## config.mk

```make
export PLATFORM = sky130hd
export DESIGN_NAME = fire_permission_gate
export DESIGN_NICKNAME = d
export VERILOG_FILES = /design/src/sv/fpg_pkg.sv /design/src/sv/fire_permission_gate.sv /design/src/sv/fpg_front.sv /design/src/sv/fpg_queue.sv /design/src/sv/fpg_back.sv
export SDC_FILE = /design/constraint.sdc
export NUM_CORES = 2
export LEC_CHECK = 0
export BUFFER_PORTS_ARGS = -buffer_cell sky130_fd_sc_hd__buf_2
export CAP_MARGIN = 15
export CORE_MARGIN = 4
export CORE_UTILIZATION = 55
export CTS_BUF_LIST = sky130_fd_sc_hd__clkbuf_2
export DETAILED_ROUTE_END_ITERATION = 8
export PLACE_DENSITY = 0.8
export SLEW_MARGIN = 20
export SYNTH_ARGS = -nofsm -noshare
export SYNTH_HDL_FRONTEND = slang
export SYNTH_SLANG_ARGS = --single-unit
```

## constraint.sdc

```tcl
create_clock -name clk -period 10 [get_ports clk]
set_input_delay 1 -clock clk [delete_from_list [all_inputs] [get_ports clk]]
set_output_delay 1 -clock clk [all_outputs]
set_load 0.01 [all_outputs]
```

## src/sv/fpg_pkg.sv

```systemverilog
package fpg_pkg;

    localparam int CfgIdxW  = 3;
    localparam int CfgDataW = 23;

    localparam logic [CfgIdxW-1:0] CFG_SHOOT_EN       = 3'd0;
    localparam logic [CfgIdxW-1:0] CFG_HOLDOFF_EN     = 3'd1;
    localparam logic [CfgIdxW-1:0] CFG_HOLDOFF_FRAMES = 3'd2;
    localparam logic [CfgIdxW-1:0] CFG_NEAR_TOL       = 3'd3;
    localparam logic [CfgIdxW-1:0] CFG_FAR_TOL        = 3'd4;
    localparam logic [CfgIdxW-1:0] CFG_JUDGE_DIST     = 3'd5;

    localparam int YawW    = 32;
    localparam int PosW    = 24;
    localparam int IdW     = 8;
    localparam int FrameW  = 8;
    localparam int TolW    = 20;
    localparam int DistW   = 23;
    localparam int SqW     = 2 * PosW - 1;   // square of a signed value is non-negative
    localparam int Dist2W  = SqW + 1;
    localparam int Judge2W = 2 * DistW;
    localparam int DiffW   = YawW + 1;

    localparam logic [FrameW-1:0] HOLDOFF_RESET = 8'd2;

    typedef struct packed {
        logic              shoot_en;
        logic              holdoff_en;
        logic [FrameW-1:0] holdoff_frames;
    } front_cfg_t;

    typedef struct packed {
        logic [TolW-1:0]    near_tol;
        logic [TolW-1:0]    far_tol;
        logic [Judge2W-1:0] judge2;
    } back_cfg_t;

    // classified word handed from front to back
    typedef struct packed {
        logic             kill;       // gate closed or hold-off: fire forced low
        logic             aim_valid;
        logic [SqW-1:0]   x2;
        logic [SqW-1:0]   y2;
        logic [DiffW-1:0] dcmd;       // |previous_yaw - command_yaw|
        logic [DiffW-1:0] dgim;       // |gimbal_yaw - previous_yaw|
    } work_t;

endpackage

```

## src/sv/fire_permission_gate.sv

```systemverilog
// channel  | handshake           | payload
// ---------+---------------------+-------------------------------------------------
// input    | in_valid / in_stall | control_on has_target command_yaw gimbal_yaw
//          |                     | pos_x pos_y target_id aim_valid
// output   | out_valid/out_stall | fire
// config   | cfg_we              | cfg_index cfg_data
//
// One word per cycle sustained while out_stall is low. A taken word passes the
// front register, the queue and the output register before out_valid/fire
// show it, and it leaves once out_stall is low.
// Throughput is set by the front stage: squares, yaw differences and the
// hold-off state update all finish in the cycle a word is accepted.
// Reset (rst_n, async, low) clears the tracked yaw, id and hold-off state,
// empties the queue and returns config to defaults (holdoff_frames = 2).
// An output stall fills the queue; in_stall rises once the front register
// cannot drain into it.
module fire_permission_gate
#(
    parameter int QUEUE_DEPTH = 4
)
(
    input  logic                               clk,
    input  logic                               rst_n,
    input  logic                               cfg_we,
    input  logic        [fpg_pkg::CfgIdxW-1:0] cfg_index,
    input  logic        [fpg_pkg::CfgDataW-1:0] cfg_data,
    input  logic                               in_valid,
    output logic                               in_stall,
    input  logic                               control_on,
    input  logic                               has_target,
    input  logic signed [fpg_pkg::YawW-1:0]    command_yaw,
    input  logic signed [fpg_pkg::YawW-1:0]    gimbal_yaw,
    input  logic signed [fpg_pkg::PosW-1:0]    pos_x,
    input  logic signed [fpg_pkg::PosW-1:0]    pos_y,
    input  logic        [fpg_pkg::IdW-1:0]     target_id,
    input  logic                               aim_valid,
    output logic                               out_valid,
    input  logic                               out_stall,
    output logic                               fire
);

    // config registers
    logic                          shoot_en_reg;
    logic                          holdoff_en_reg;
    logic [fpg_pkg::FrameW-1:0]    holdoff_frames_reg;
    logic [fpg_pkg::TolW-1:0]      near_tol_reg;
    logic [fpg_pkg::TolW-1:0]      far_tol_reg;
    logic [fpg_pkg::DistW-1:0]     judge_dist_reg;
    logic [fpg_pkg::Judge2W-1:0]   judge2_reg;
    logic [fpg_pkg::Judge2W-1:0]   judge_ext;

    fpg_pkg::front_cfg_t           front_cfg;
    fpg_pkg::back_cfg_t            back_cfg;

    logic                          q_push;
    logic                          q_pop;
    logic                          q_empty;
    logic                          q_full;
    fpg_pkg::work_t                q_push_word;
    fpg_pkg::work_t                q_pop_word;

    always_ff @(posedge clk or negedge rst_n)
    begin
        if (!rst_n)
        begin
            shoot_en_reg       <= 1'b0;
            holdoff_en_reg     <= 1'b0;
            holdoff_frames_reg <= fpg_pkg::HOLDOFF_RESET;
            near_tol_reg       <= '0;
            far_tol_reg        <= '0;
            judge_dist_reg     <= '0;
        end
        else if (cfg_we)
        begin
            case (cfg_index)
                fpg_pkg::CFG_SHOOT_EN:       shoot_en_reg       <= cfg_data[0];
                fpg_pkg::CFG_HOLDOFF_EN:     holdoff_en_reg     <= cfg_data[0];
                fpg_pkg::CFG_HOLDOFF_FRAMES:
                    holdoff_frames_reg <= cfg_data[fpg_pkg::FrameW-1:0];
                fpg_pkg::CFG_NEAR_TOL:       near_tol_reg <= cfg_data[fpg_pkg::TolW-1:0];
                fpg_pkg::CFG_FAR_TOL:        far_tol_reg  <= cfg_data[fpg_pkg::TolW-1:0];
                fpg_pkg::CFG_JUDGE_DIST:
                    judge_dist_reg <= cfg_data[fpg_pkg::DistW-1:0];
                default:                     ;   // unmapped index: ignored
            endcase
        end
    end

    // d^2 kept registered; it settles the cycle after a write, well before
    // any word reaches the back stage
    assign judge_ext = fpg_pkg::Judge2W'(judge_dist_reg);

    always_ff @(posedge clk)
    begin
        judge2_reg <= judge_ext * judge_ext;
    end

    assign front_cfg.shoot_en       = shoot_en_reg;
    assign front_cfg.holdoff_en     = holdoff_en_reg;
    assign front_cfg.holdoff_frames = holdoff_frames_reg;
    assign back_cfg.near_tol        = near_tol_reg;
    assign back_cfg.far_tol         = far_tol_reg;
    assign back_cfg.judge2          = judge2_reg;

    fpg_front u_front
    (
        .clk         (clk),
        .rst_n       (rst_n),
        .cfg         (front_cfg),
        .in_valid    (in_valid),
        .in_stall    (in_stall),
        .control_on  (control_on),
        .has_target  (has_target),
        .command_yaw (command_yaw),
        .gimbal_yaw  (gimbal_yaw),
        .pos_x       (pos_x),
        .pos_y       (pos_y),
        .target_id   (target_id),
        .aim_valid   (aim_valid),
        .q_full      (q_full),
        .push        (q_push),
        .push_word   (q_push_word)
    );

    fpg_queue #(.DEPTH(QUEUE_DEPTH)) u_queue
    (
        .clk       (clk),
        .rst_n     (rst_n),
        .push      (q_push),
        .push_word (q_push_word),
        .pop       (q_pop),
        .pop_word  (q_pop_word),
        .empty     (q_empty),
        .full      (q_full)
    );

    fpg_back u_back
    (
        .clk       (clk),
        .rst_n     (rst_n),
        .cfg       (back_cfg),
        .q_empty   (q_empty),
        .q_word    (q_pop_word),
        .pop       (q_pop),
        .out_valid (out_valid),
        .out_stall (out_stall),
        .fire      (fire)
    );

endmodule

```

## src/sv/fpg_front.sv

```systemverilog
module fpg_front
(
    input  logic                             clk,
    input  logic                             rst_n,
    input  fpg_pkg::front_cfg_t              cfg,
    input  logic                             in_valid,
    output logic                             in_stall,
    input  logic                             control_on,
    input  logic                             has_target,
    input  logic signed [fpg_pkg::YawW-1:0]  command_yaw,
    input  logic signed [fpg_pkg::YawW-1:0]  gimbal_yaw,
    input  logic signed [fpg_pkg::PosW-1:0]  pos_x,
    input  logic signed [fpg_pkg::PosW-1:0]  pos_y,
    input  logic        [fpg_pkg::IdW-1:0]   target_id,
    input  logic                             aim_valid,
    input  logic                             q_full,
    output logic                             push,
    output fpg_pkg::work_t                   push_word
);

    logic                                fr_valid_reg;
    logic                                fr_valid_next;
    fpg_pkg::work_t                      fr_word_reg;
    fpg_pkg::work_t                      fr_word_next;
    logic signed [fpg_pkg::YawW-1:0]     previous_yaw_reg;
    logic        [fpg_pkg::IdW-1:0]      previous_id_reg;
    logic        [fpg_pkg::IdW-1:0]      previous_id_next;
    logic                                previous_id_valid_reg;
    logic                                previous_id_valid_next;
    logic        [fpg_pkg::FrameW-1:0]   holdoff_count_reg;
    logic        [fpg_pkg::FrameW-1:0]   holdoff_count_next;

    logic                                accept;
    logic                                gate_closed;
    logic        [fpg_pkg::FrameW-1:0]   count;
    logic signed [fpg_pkg::DiffW-1:0]    dcmd_s;
    logic signed [fpg_pkg::DiffW-1:0]    dgim_s;
    logic signed [2*fpg_pkg::PosW-1:0]   x2_full;
    logic signed [2*fpg_pkg::PosW-1:0]   y2_full;
    logic                                kill;

    assign in_stall  = fr_valid_reg && q_full;
    assign accept    = in_valid && !in_stall;
    assign push      = fr_valid_reg && !q_full;
    assign push_word = fr_word_reg;

    assign gate_closed = !control_on || !has_target || !cfg.shoot_en;

    assign dcmd_s  = {previous_yaw_reg[fpg_pkg::YawW-1], previous_yaw_reg}
                   - {command_yaw[fpg_pkg::YawW-1], command_yaw};
    assign dgim_s  = {gimbal_yaw[fpg_pkg::YawW-1], gimbal_yaw}
                   - {previous_yaw_reg[fpg_pkg::YawW-1], previous_yaw_reg};
    assign x2_full = pos_x * pos_x;
    assign y2_full = pos_y * pos_y;

    // switch detection and hold-off countdown
    always_comb
    begin
        count                  = holdoff_count_reg;
        kill                   = 1'b0;
        previous_id_next       = target_id;
        previous_id_valid_next = 1'b1;
        holdoff_count_next     = '0;
        if (gate_closed)
        begin
            kill                   = 1'b1;
            previous_id_next       = previous_id_reg;
            previous_id_valid_next = 1'b0;
        end
        else if (cfg.holdoff_en)
        begin
            if (previous_id_valid_reg && (target_id != previous_id_reg))
            begin
                count = cfg.holdoff_frames;
            end
            if (count != '0)
            begin
                holdoff_count_next = count - 1'b1;
                kill               = 1'b1;
            end
        end
    end

    always_comb
    begin
        fr_word_next.kill      = kill;
        fr_word_next.aim_valid = aim_valid;
        fr_word_next.x2        = x2_full[fpg_pkg::SqW-1:0];
        fr_word_next.y2        = y2_full[fpg_pkg::SqW-1:0];
        fr_word_next.dcmd      = dcmd_s[fpg_pkg::DiffW-1] ? fpg_pkg::DiffW'(-dcmd_s)
                                                          : fpg_pkg::DiffW'(dcmd_s);
        fr_word_next.dgim      = dgim_s[fpg_pkg::DiffW-1] ? fpg_pkg::DiffW'(-dgim_s)
                                                          : fpg_pkg::DiffW'(dgim_s);
    end

    assign fr_valid_next = accept ? 1'b1 : (push ? 1'b0 : fr_valid_reg);

    always_ff @(posedge clk or negedge rst_n)
    begin
        if (!rst_n)
        begin
            fr_valid_reg          <= 1'b0;
            previous_yaw_reg      <= '0;
            previous_id_reg       <= '0;
            previous_id_valid_reg <= 1'b0;
            holdoff_count_reg     <= '0;
        end
        else
        begin
            fr_valid_reg <= fr_valid_next;
            if (accept)
            begin
                previous_yaw_reg      <= command_yaw;
                previous_id_reg       <= previous_id_next;
                previous_id_valid_reg <= previous_id_valid_next;
                holdoff_count_reg     <= holdoff_count_next;
            end
        end
    end

    always_ff @(posedge clk)
    begin
        if (accept)
        begin
            fr_word_reg <= fr_word_next;
        end
    end

endmodule

```

## src/sv/fpg_queue.sv

```systemverilog
module fpg_queue
#(
    parameter int DEPTH = 4
)
(
    input  logic           clk,
    input  logic           rst_n,
    input  logic           push,
    input  fpg_pkg::work_t push_word,
    input  logic           pop,
    output fpg_pkg::work_t pop_word,
    output logic           empty,
    output logic           full
);

    localparam int PtrW = (DEPTH > 1) ? $clog2(DEPTH) : 1;
    localparam int CntW = $clog2(DEPTH + 1);
    localparam logic [PtrW-1:0] LastPtr = PtrW'(DEPTH - 1);
    localparam logic [CntW-1:0] FullCnt = CntW'(DEPTH);

    fpg_pkg::work_t  mem [DEPTH];
    logic [PtrW-1:0] wr_ptr_reg;
    logic [PtrW-1:0] wr_ptr_next;
    logic [PtrW-1:0] rd_ptr_reg;
    logic [PtrW-1:0] rd_ptr_next;
    logic [CntW-1:0] count_reg;
    logic [CntW-1:0] count_next;
    logic            do_push;
    logic            do_pop;

    assign empty    = (count_reg == '0);
    assign full     = (count_reg == FullCnt);
    assign do_push  = push && !full;
    assign do_pop   = pop && !empty;
    assign pop_word = mem[rd_ptr_reg];

    assign wr_ptr_next = (wr_ptr_reg == LastPtr) ? '0 : wr_ptr_reg + 1'b1;
    assign rd_ptr_next = (rd_ptr_reg == LastPtr) ? '0 : rd_ptr_reg + 1'b1;

    always_comb
    begin
        count_next = count_reg;
        case ({do_push, do_pop})
            2'b10:   count_next = count_reg + 1'b1;
            2'b01:   count_next = count_reg - 1'b1;
            default: count_next = count_reg;
        endcase
    end

    always_ff @(posedge clk or negedge rst_n)
    begin
        if (!rst_n)
        begin
            wr_ptr_reg <= '0;
            rd_ptr_reg <= '0;
            count_reg  <= '0;
        end
        else
        begin
            count_reg <= count_next;
            if (do_push)
            begin
                wr_ptr_reg <= wr_ptr_next;
            end
            if (do_pop)
            begin
                rd_ptr_reg <= rd_ptr_next;
            end
        end
    end

    always_ff @(posedge clk)
    begin
        if (do_push)
        begin
            mem[wr_ptr_reg] <= push_word;
        end
    end

endmodule

```

## src/sv/fpg_back.sv

```systemverilog
module fpg_back
(
    input  logic                clk,
    input  logic                rst_n,
    input  fpg_pkg::back_cfg_t  cfg,
    input  logic                q_empty,
    input  fpg_pkg::work_t      q_word,
    output logic                pop,
    output logic                out_valid,
    input  logic                out_stall,
    output logic                fire
);

    logic                         out_valid_reg;
    logic                         out_valid_next;
    logic                         fire_reg;
    logic                         fire_next;
    logic [fpg_pkg::Dist2W-1:0]   dist2;
    logic                         far;
    logic                         near_ok;
    logic                         far_ok;

    assign pop = !q_empty && (!out_valid_reg || !out_stall);

    assign dist2 = fpg_pkg::Dist2W'(q_word.x2) + fpg_pkg::Dist2W'(q_word.y2);
    assign far   = dist2 > fpg_pkg::Dist2W'(cfg.judge2);

    // both tolerance checks in parallel with the distance compare
    assign near_ok = (q_word.dcmd < fpg_pkg::DiffW'({cfg.near_tol, 1'b0}))
                  && (q_word.dgim < fpg_pkg::DiffW'(cfg.near_tol));
    assign far_ok  = (q_word.dcmd < fpg_pkg::DiffW'({cfg.far_tol, 1'b0}))
                  && (q_word.dgim < fpg_pkg::DiffW'(cfg.far_tol));

    assign fire_next = !q_word.kill && q_word.aim_valid && (far ? far_ok : near_ok);

    assign out_valid_next = pop ? 1'b1 : (out_stall ? out_valid_reg : 1'b0);

    always_ff @(posedge clk or negedge rst_n)
    begin
        if (!rst_n)
        begin
            out_valid_reg <= 1'b0;
        end
        else
        begin
            out_valid_reg <= out_valid_next;
        end
    end

    always_ff @(posedge clk)
    begin
        if (pop)
        begin
            fire_reg <= fire_next;
        end
    end

    assign out_valid = out_valid_reg;
    assign fire      = fire_reg;

endmodule

```

Word-level counts from Yosys, hierarchy flattened
Memory sizes are Yosys's and may differ from the RTL's.
Cells that the tools add are included.

storage, ports and cells
  flip-flop bits (word level) = 340
  RAM bits = 648
  input bits = 154
  output and inout port bits = 3
  logic and storage cells = 113
  memories = 1

memories
  memory       words  width  read ports  clocked after memory_dff  wr ports  line             source
  u_queue.mem  4      162    1           0                         1         fpg_queue.sv:21  fpg_pkg::work_t mem [DEPTH];

cells by class
  $add $sub $neg = 10
  multipliers = 3
  order comparisons = 5
  equal/unequal tests = 12
  mux-type cells = 21
  bitwise logic cells = 1
  reduce and logical (&&, ||, !) cells = 35

operators with widths
  cell                 count
  $mul 24x24->47       2
  $lt 33x20->1         2
  $lt 33x21->1         2
  $neg 33->33          2
  $sub 32x32->33       2
  $mux 32              2
  $add 47x47->48       1
  $gt 48x46->1         1
  $mux 8               6
  $mul 23x23->46       1
  $reduce_and 2->1     7
  $logic_and 1x1->1    11
  $mux 1               10
  $eq 3x3->1 const B   3
  $logic_not 1->1      9
  $ne 8x8->1           1
  $reduce_bool 8->1    1
  $sub 8x1->8 const B  1
  $eq 2x2->1 const B   3
  $eq 3x2->1 const B   2
  $logic_not 3->1      2
  $pmux 3 s2           1
  $add 2x1->2 const B  2
  $mux 2               2
  8 further kinds      11

Longest topological paths before layout
  depth in word-level cells = 9
  mapped depth = 29
  mapped depth without buffers = 28

By module
Synthesis repeated with hierarchy kept, for this count alone.

unflattened totals
  cells, all modules = 8806
  area total of the unflattened synthesis = 98564.5 um^2

modules (own cells, without submodules)
  module                times used  cells an instance  area each (um^2)
  fpg_front             1           5201               50009.2
  fpg_queue             1           887                23779.1
  fire_permission_gate  1           1937               19194.7
  fpg_back              1           781                5581.6

Worst setup path before layout
OpenSTA, ideal clock, no wires.

  kind = input to register
  start point = in pos_y[1] (netlist name)
  end point = reg u_front.fr_word_reg (netlist bit u_front.push_word[110]), data pin
  library setup time = 0.259 ns
  arrival = 7.911 ns
  setup slack = 1.830 ns
  cell stages on the path = 27
  buffers on the path = 2
  path through = clkbuf_1 -> clkbuf_1 -> nand2_1 -> fa_1 -> fa_1 -> inv_1 -> fa_1 -> inv_1 -> fa_1 -> inv_1 -> fa_1 -> fa_1 -> inv_1 -> fa_1 -> inv_1 -> ha_1 -> a21oi_1 -> o21ai_0 -> a221o_1 -> a221o_1 -> o41a_1 -> a31oi_1 -> o21ai_0 -> a221o_1 -> nand3_1 -> nand2_1 -> xor2_1

RTL lines
  element               line                        source
  from (decl)           fire_permission_gate.sv:34  input logic signed [fpg_pkg::PosW-1:0] pos_y,
  to (signal assigned)  fpg_front.sv:125            fr_word_reg <= fr_word_next;
  to (decl)             fpg_front.sv:23             fpg_pkg::work_t fr_word_reg;

Worst setup path in the final report
  start point = reg u_queue.rd_ptr_reg[0]
  end point = reg u_back.fire_reg (netlist: u_back.fire), data pin

on the way
  word-level cells in the longest chain between the ends = 5

RTL lines
  element                                       line             source
  from (decl)                                   fpg_queue.sv:24  logic [PtrW-1:0] rd_ptr_reg;
  from (signal assigned)                        fpg_queue.sv:67  rd_ptr_reg <= rd_ptr_next;
  $mem_v2 4x162 *                               --
  $add 47x47->48, or another cell as far along  fpg_back.sv:25   assign dist2 = fpg_pkg::Dist2W'(q_word.x2) + fpg_pkg::Dist2W'(q_word.y2);
  $gt 48x46->1, or another cell as far along    fpg_back.sv:26   assign far = dist2 > fpg_pkg::Dist2W'(cfg.judge2);
  $mux 1                                        fpg_back.sv:34   assign fire_next = !q_word.kill && q_word.aim_valid && (far ? far_ok : near_ok);
  $logic_and 1x1->1 *                           fpg_back.sv:34
  via u_back.fire_next                          fpg_back.sv:17   logic fire_next;
  to (signal assigned)                          fpg_back.sv:54   fire_reg <= fire_next;
  to (decl)                                     fpg_back.sv:16   logic fire_reg;

Mark *: on every way through the listed nets, which the timed path passes. The rest lies on a longest branch.
A chain may end at the register's enable or synchronous reset.

==> results.json <==
{
  "clock_skew_ns": 0.184,
  "io_pins": 157,
  "initial_core_util_pct": 55.4,
  "clk_latency_ns": 1.62,
  "ys_warn_count": 0,
  "fill_cells": 13600,
  "final_cell_mix": "inv_1 (2022), fa_1 (1481), edfxtp_1 (796)",
  "setup_viol": 0,
  "syn_to_final_growth_pct": 6.98,
  "cts_root_buf": "clkbuf_2",
  "h-tree-depth": 4,
  "numCtsBuffers": 229,
  "status": "finished clean",
  "synth_cell_types": 94,
  "cpPeakStageDelay_ns": 0.89,
  "holdCritPathClass": "primary input to flip-flop",
  "endpoint_kind": "flip-flop",
  "cts_buffer_depth": 3,
  "ff2ff_path_depth": 22,
  "fin_setup_tns_ns": 0,
  "setup_ws_ns": 1.83,
  "post_cts_resize_count": 0,
  "synth_seq_cells": 972,
  "dp_slack_ns": 0.916,
  "rsz0062_at_grt": "no",
  "drt_iter0_drc": 4425,
  "cp-start-kind": "flip-flop",
  "dp_hpwl_mm": 168,
  "required_ns": 11.27,
  "antenna_found_initial": 3,
  "grt_pass1_vias": 68600,
  "critPathSlowestCell": "dfrtp_4",
  "placed_area_um2": 98500,
  "critPathKind": "flip-flop to flip-flop",
  "wl_per_cell_um": 19.3,
  "overflow": 0,
  "tritoncts": "yes",
  "place.gp.congestion": 0.928,
  "r2r-start": "u_queue.rd_ptr_reg[0]$_DFFE_PN0P_",
  "fin_util_pct": 59.3,
  "num_vias": 61500,
  "critPathTopFamily": "compound AO/OA/AOI/OAI gates",
  "first_pass_iters": 5,
  "report.final.slew_viol_count": 0,
  "path_depth": 22,
  "drv_cap": 0,
  "fmax_mhz": 122,
  "crit_top_cell": "nor2_1",
  "synth_cells": 8435,
  "core_area_um2": 172000,
  "track_usage_pct": 25.1,
  "wl_mm": 217,
  "crit_buf_inv": 1,
  "hold_violations": 0,
  "die_height_um": 424,
  "max_slew_margin_pct": 27.5,
  "clock_sinks": 972,
  "viasPerCell": 5.46,
  "period_share_pct": 81.7,
  "reg2reg_to": "u_back.fire$_DFFE_PP_",
  "synth_area_um2": 95300,
  "syn_nets": 10800,
  "async_reset_ff_share_pct": 13.5,
  "cts_setup_buffers": 0,
  "cp_max_fo": 33,
  "period_needed_ns": 8.17,
  "port_buffers": 156,
  "antenna_left": 0,
  "cts.clk_slew.worst_paths_ns": 0.12,
  "grt_max_degree": 140,
  "layout-drive-gt1-share_pct": 9.20,
  "worst_slew_pin_slew_ns": 1.09,
  "ys.flop_type": "edfxtp_1",
  "largest_reg_flops": 636,
  "layout_commonest_cell": "inv_1",
  "worst_ep_arrival_time_ns": 9.45,
  "critPathCapture": "u_back.fire$_DFFE_PP_",
  "fp.dieW_um": 424,
  "path_cells": "buf_4, mux4_2, ha_1, nand3_1, nor2_1, nand3_1, o32ai_1, o2111a_1, o21ai_0, a31oi_1, a21oi_1, nor2b_1, nor2_1, xnor2_1, ha_1, nand4_1, nor2_1, nand2_1, nor4_1, a31oi_1, a211oi_2, mux2i_1",
  "hold_depth": 4,
  "hold_buffers": 120,
  "synth_enable_flop_cells": 796,
  "syn-mean-instance-area_um2": 11.3,
  "seq_area_frac_synth_pct": 29.5,
  "drc": 0,
  "nets": 11100,
  "num_rows": 152,
  "grt_pass1_wl_mm": 358,
  "crit_path_start": "u_queue.rd_ptr_reg[0]$_DFFE_PN0P_",
  "ff2ff_setup_slack_ns": 1.83,
  "die-area_um2": 180000,
  "post-route-cell-area_um2": 102000
}
==> synthesized netlist by cell type, types with 34 or more instances <==
library cell,count,share of area [%]
inv_1,2023,8.0
fa_1,1481,31
edfxtp_1,796,25
ha_1,698,9.2
nand2_1,651,2.6
and2_1,306,2.0
a21oi_1,248,1.3
xnor2_1,241,2.2
nor2_1,221,0.87
o21ai_0,201,1.1
clkbuf_1,197,0.78
a21o_1,154,1.2
mux4_2,134,3.2
dfrtp_1,130,3.4
xor2_1,95,0.87
nor2b_1,91,0.60
mux2_2,68,0.80
nand4_1,54,0.35
nand2b_1,52,0.34
nand3_1,46,0.24
nor3_1,46,0.24
dfxtp_1,45,0.95
o21a_1,38,0.30
and3_1,35,0.23
a31oi_1,34,0.22
==> worst register-to-register path: stages (launching register included) <==
cell and delay [ns]:
dfrtp_4 0.89, buf_4 0.53, mux4_2 0.59, ha_1 0.40, nand3_1 0.17, nor2_1 0.29, nand3_1 0.14, o32ai_1 0.57
o2111a_1 0.29, o21ai_0 0.14, a31oi_1 0.29, a21oi_1 0.17, nor2b_1 0.17, nor2_1 0.07, xnor2_1 0.44, ha_1 0.23
nand4_1 0.12, nor2_1 0.20, nand2_1 0.15, nor4_1 0.47, a31oi_1 0.32, a211oi_2 0.85, mux2i_1 0.46
==> through the flow <==
| step | instances | hold slack [ns] |
|---|---|---|
| after floorplan | 8435 | 0.444 |
| after global placement | 10700 | 0.461 |
| after detailed placement | 10700 | 0.470 |
| after CTS | 11300 | 0.000208 |
| after global routing | 11300 | 0.104 |
| final | 11300 | 0.218 |
==> per-layer routing <==
metal	part of all wire (%)	wire length [um]	track usage (%)
met1	38	83500	31.5
met2	52	113000	44.1
met4	3.8	8220	9.80
met3	5.8	12700	3.54
met5	0	0	0
==> cell families after synthesis <==
kind of cell	count (synthesis)	share of synthesized area, %
buffers and inverters	2252	8.89
adders and majority gates	2179	40.3
and+or+nand+nor	1605	8.28
DFF	972	29.5
AOI/OAI and AO/OA	877	5.87
xor gates and xnor gates	336	3.09
muxes	214	4.10
==> worst min-delay path by stage <==
| stage | start | end |
|---|---|---|
| after floorplan | u_front.previous_id_valid_reg$_DFFE_PN0P_ | u_front.previous_id_valid_reg$_DFFE_PN0P_ |
| after global placement | u_front.previous_id_valid_reg$_DFFE_PN0P_ | u_front.previous_id_valid_reg$_DFFE_PN0P_ |
| after detailed placement | u_front.previous_id_valid_reg$_DFFE_PN0P_ | u_front.previous_id_valid_reg$_DFFE_PN0P_ |
| after CTS | gimbal_yaw[31] | u_front.push_word[31]$_DFFE_PP_ |
| after global routing | gimbal_yaw[31] | u_front.push_word[32]$_SDFFCE_PP0P_ |
| final | gimbal_yaw[21] | u_front.push_word[21]$_DFFE_PP_ |
==> final cells by class <==
type / count / area, um^2 / share of cell area (%)
clock inverters: 85 / 465 / 0.457
flip-flops and latches: 972 / 28100 / 27.6
clock buffers: 336 / 1680 / 1.65
diodes: 7 / 17.5 / 0.0172
inverters: 2025 / 7610 / 7.47
repair buffers: 323 / 2410 / 2.36
well taps: 2310 / 2890 / 2.84
multi-input cells: 5211 / 58800 / 57.6
Power is left out: the tool's default activity adds up to more than one toggle a clock period on the data nets, which glitch-free logic cannot reach.
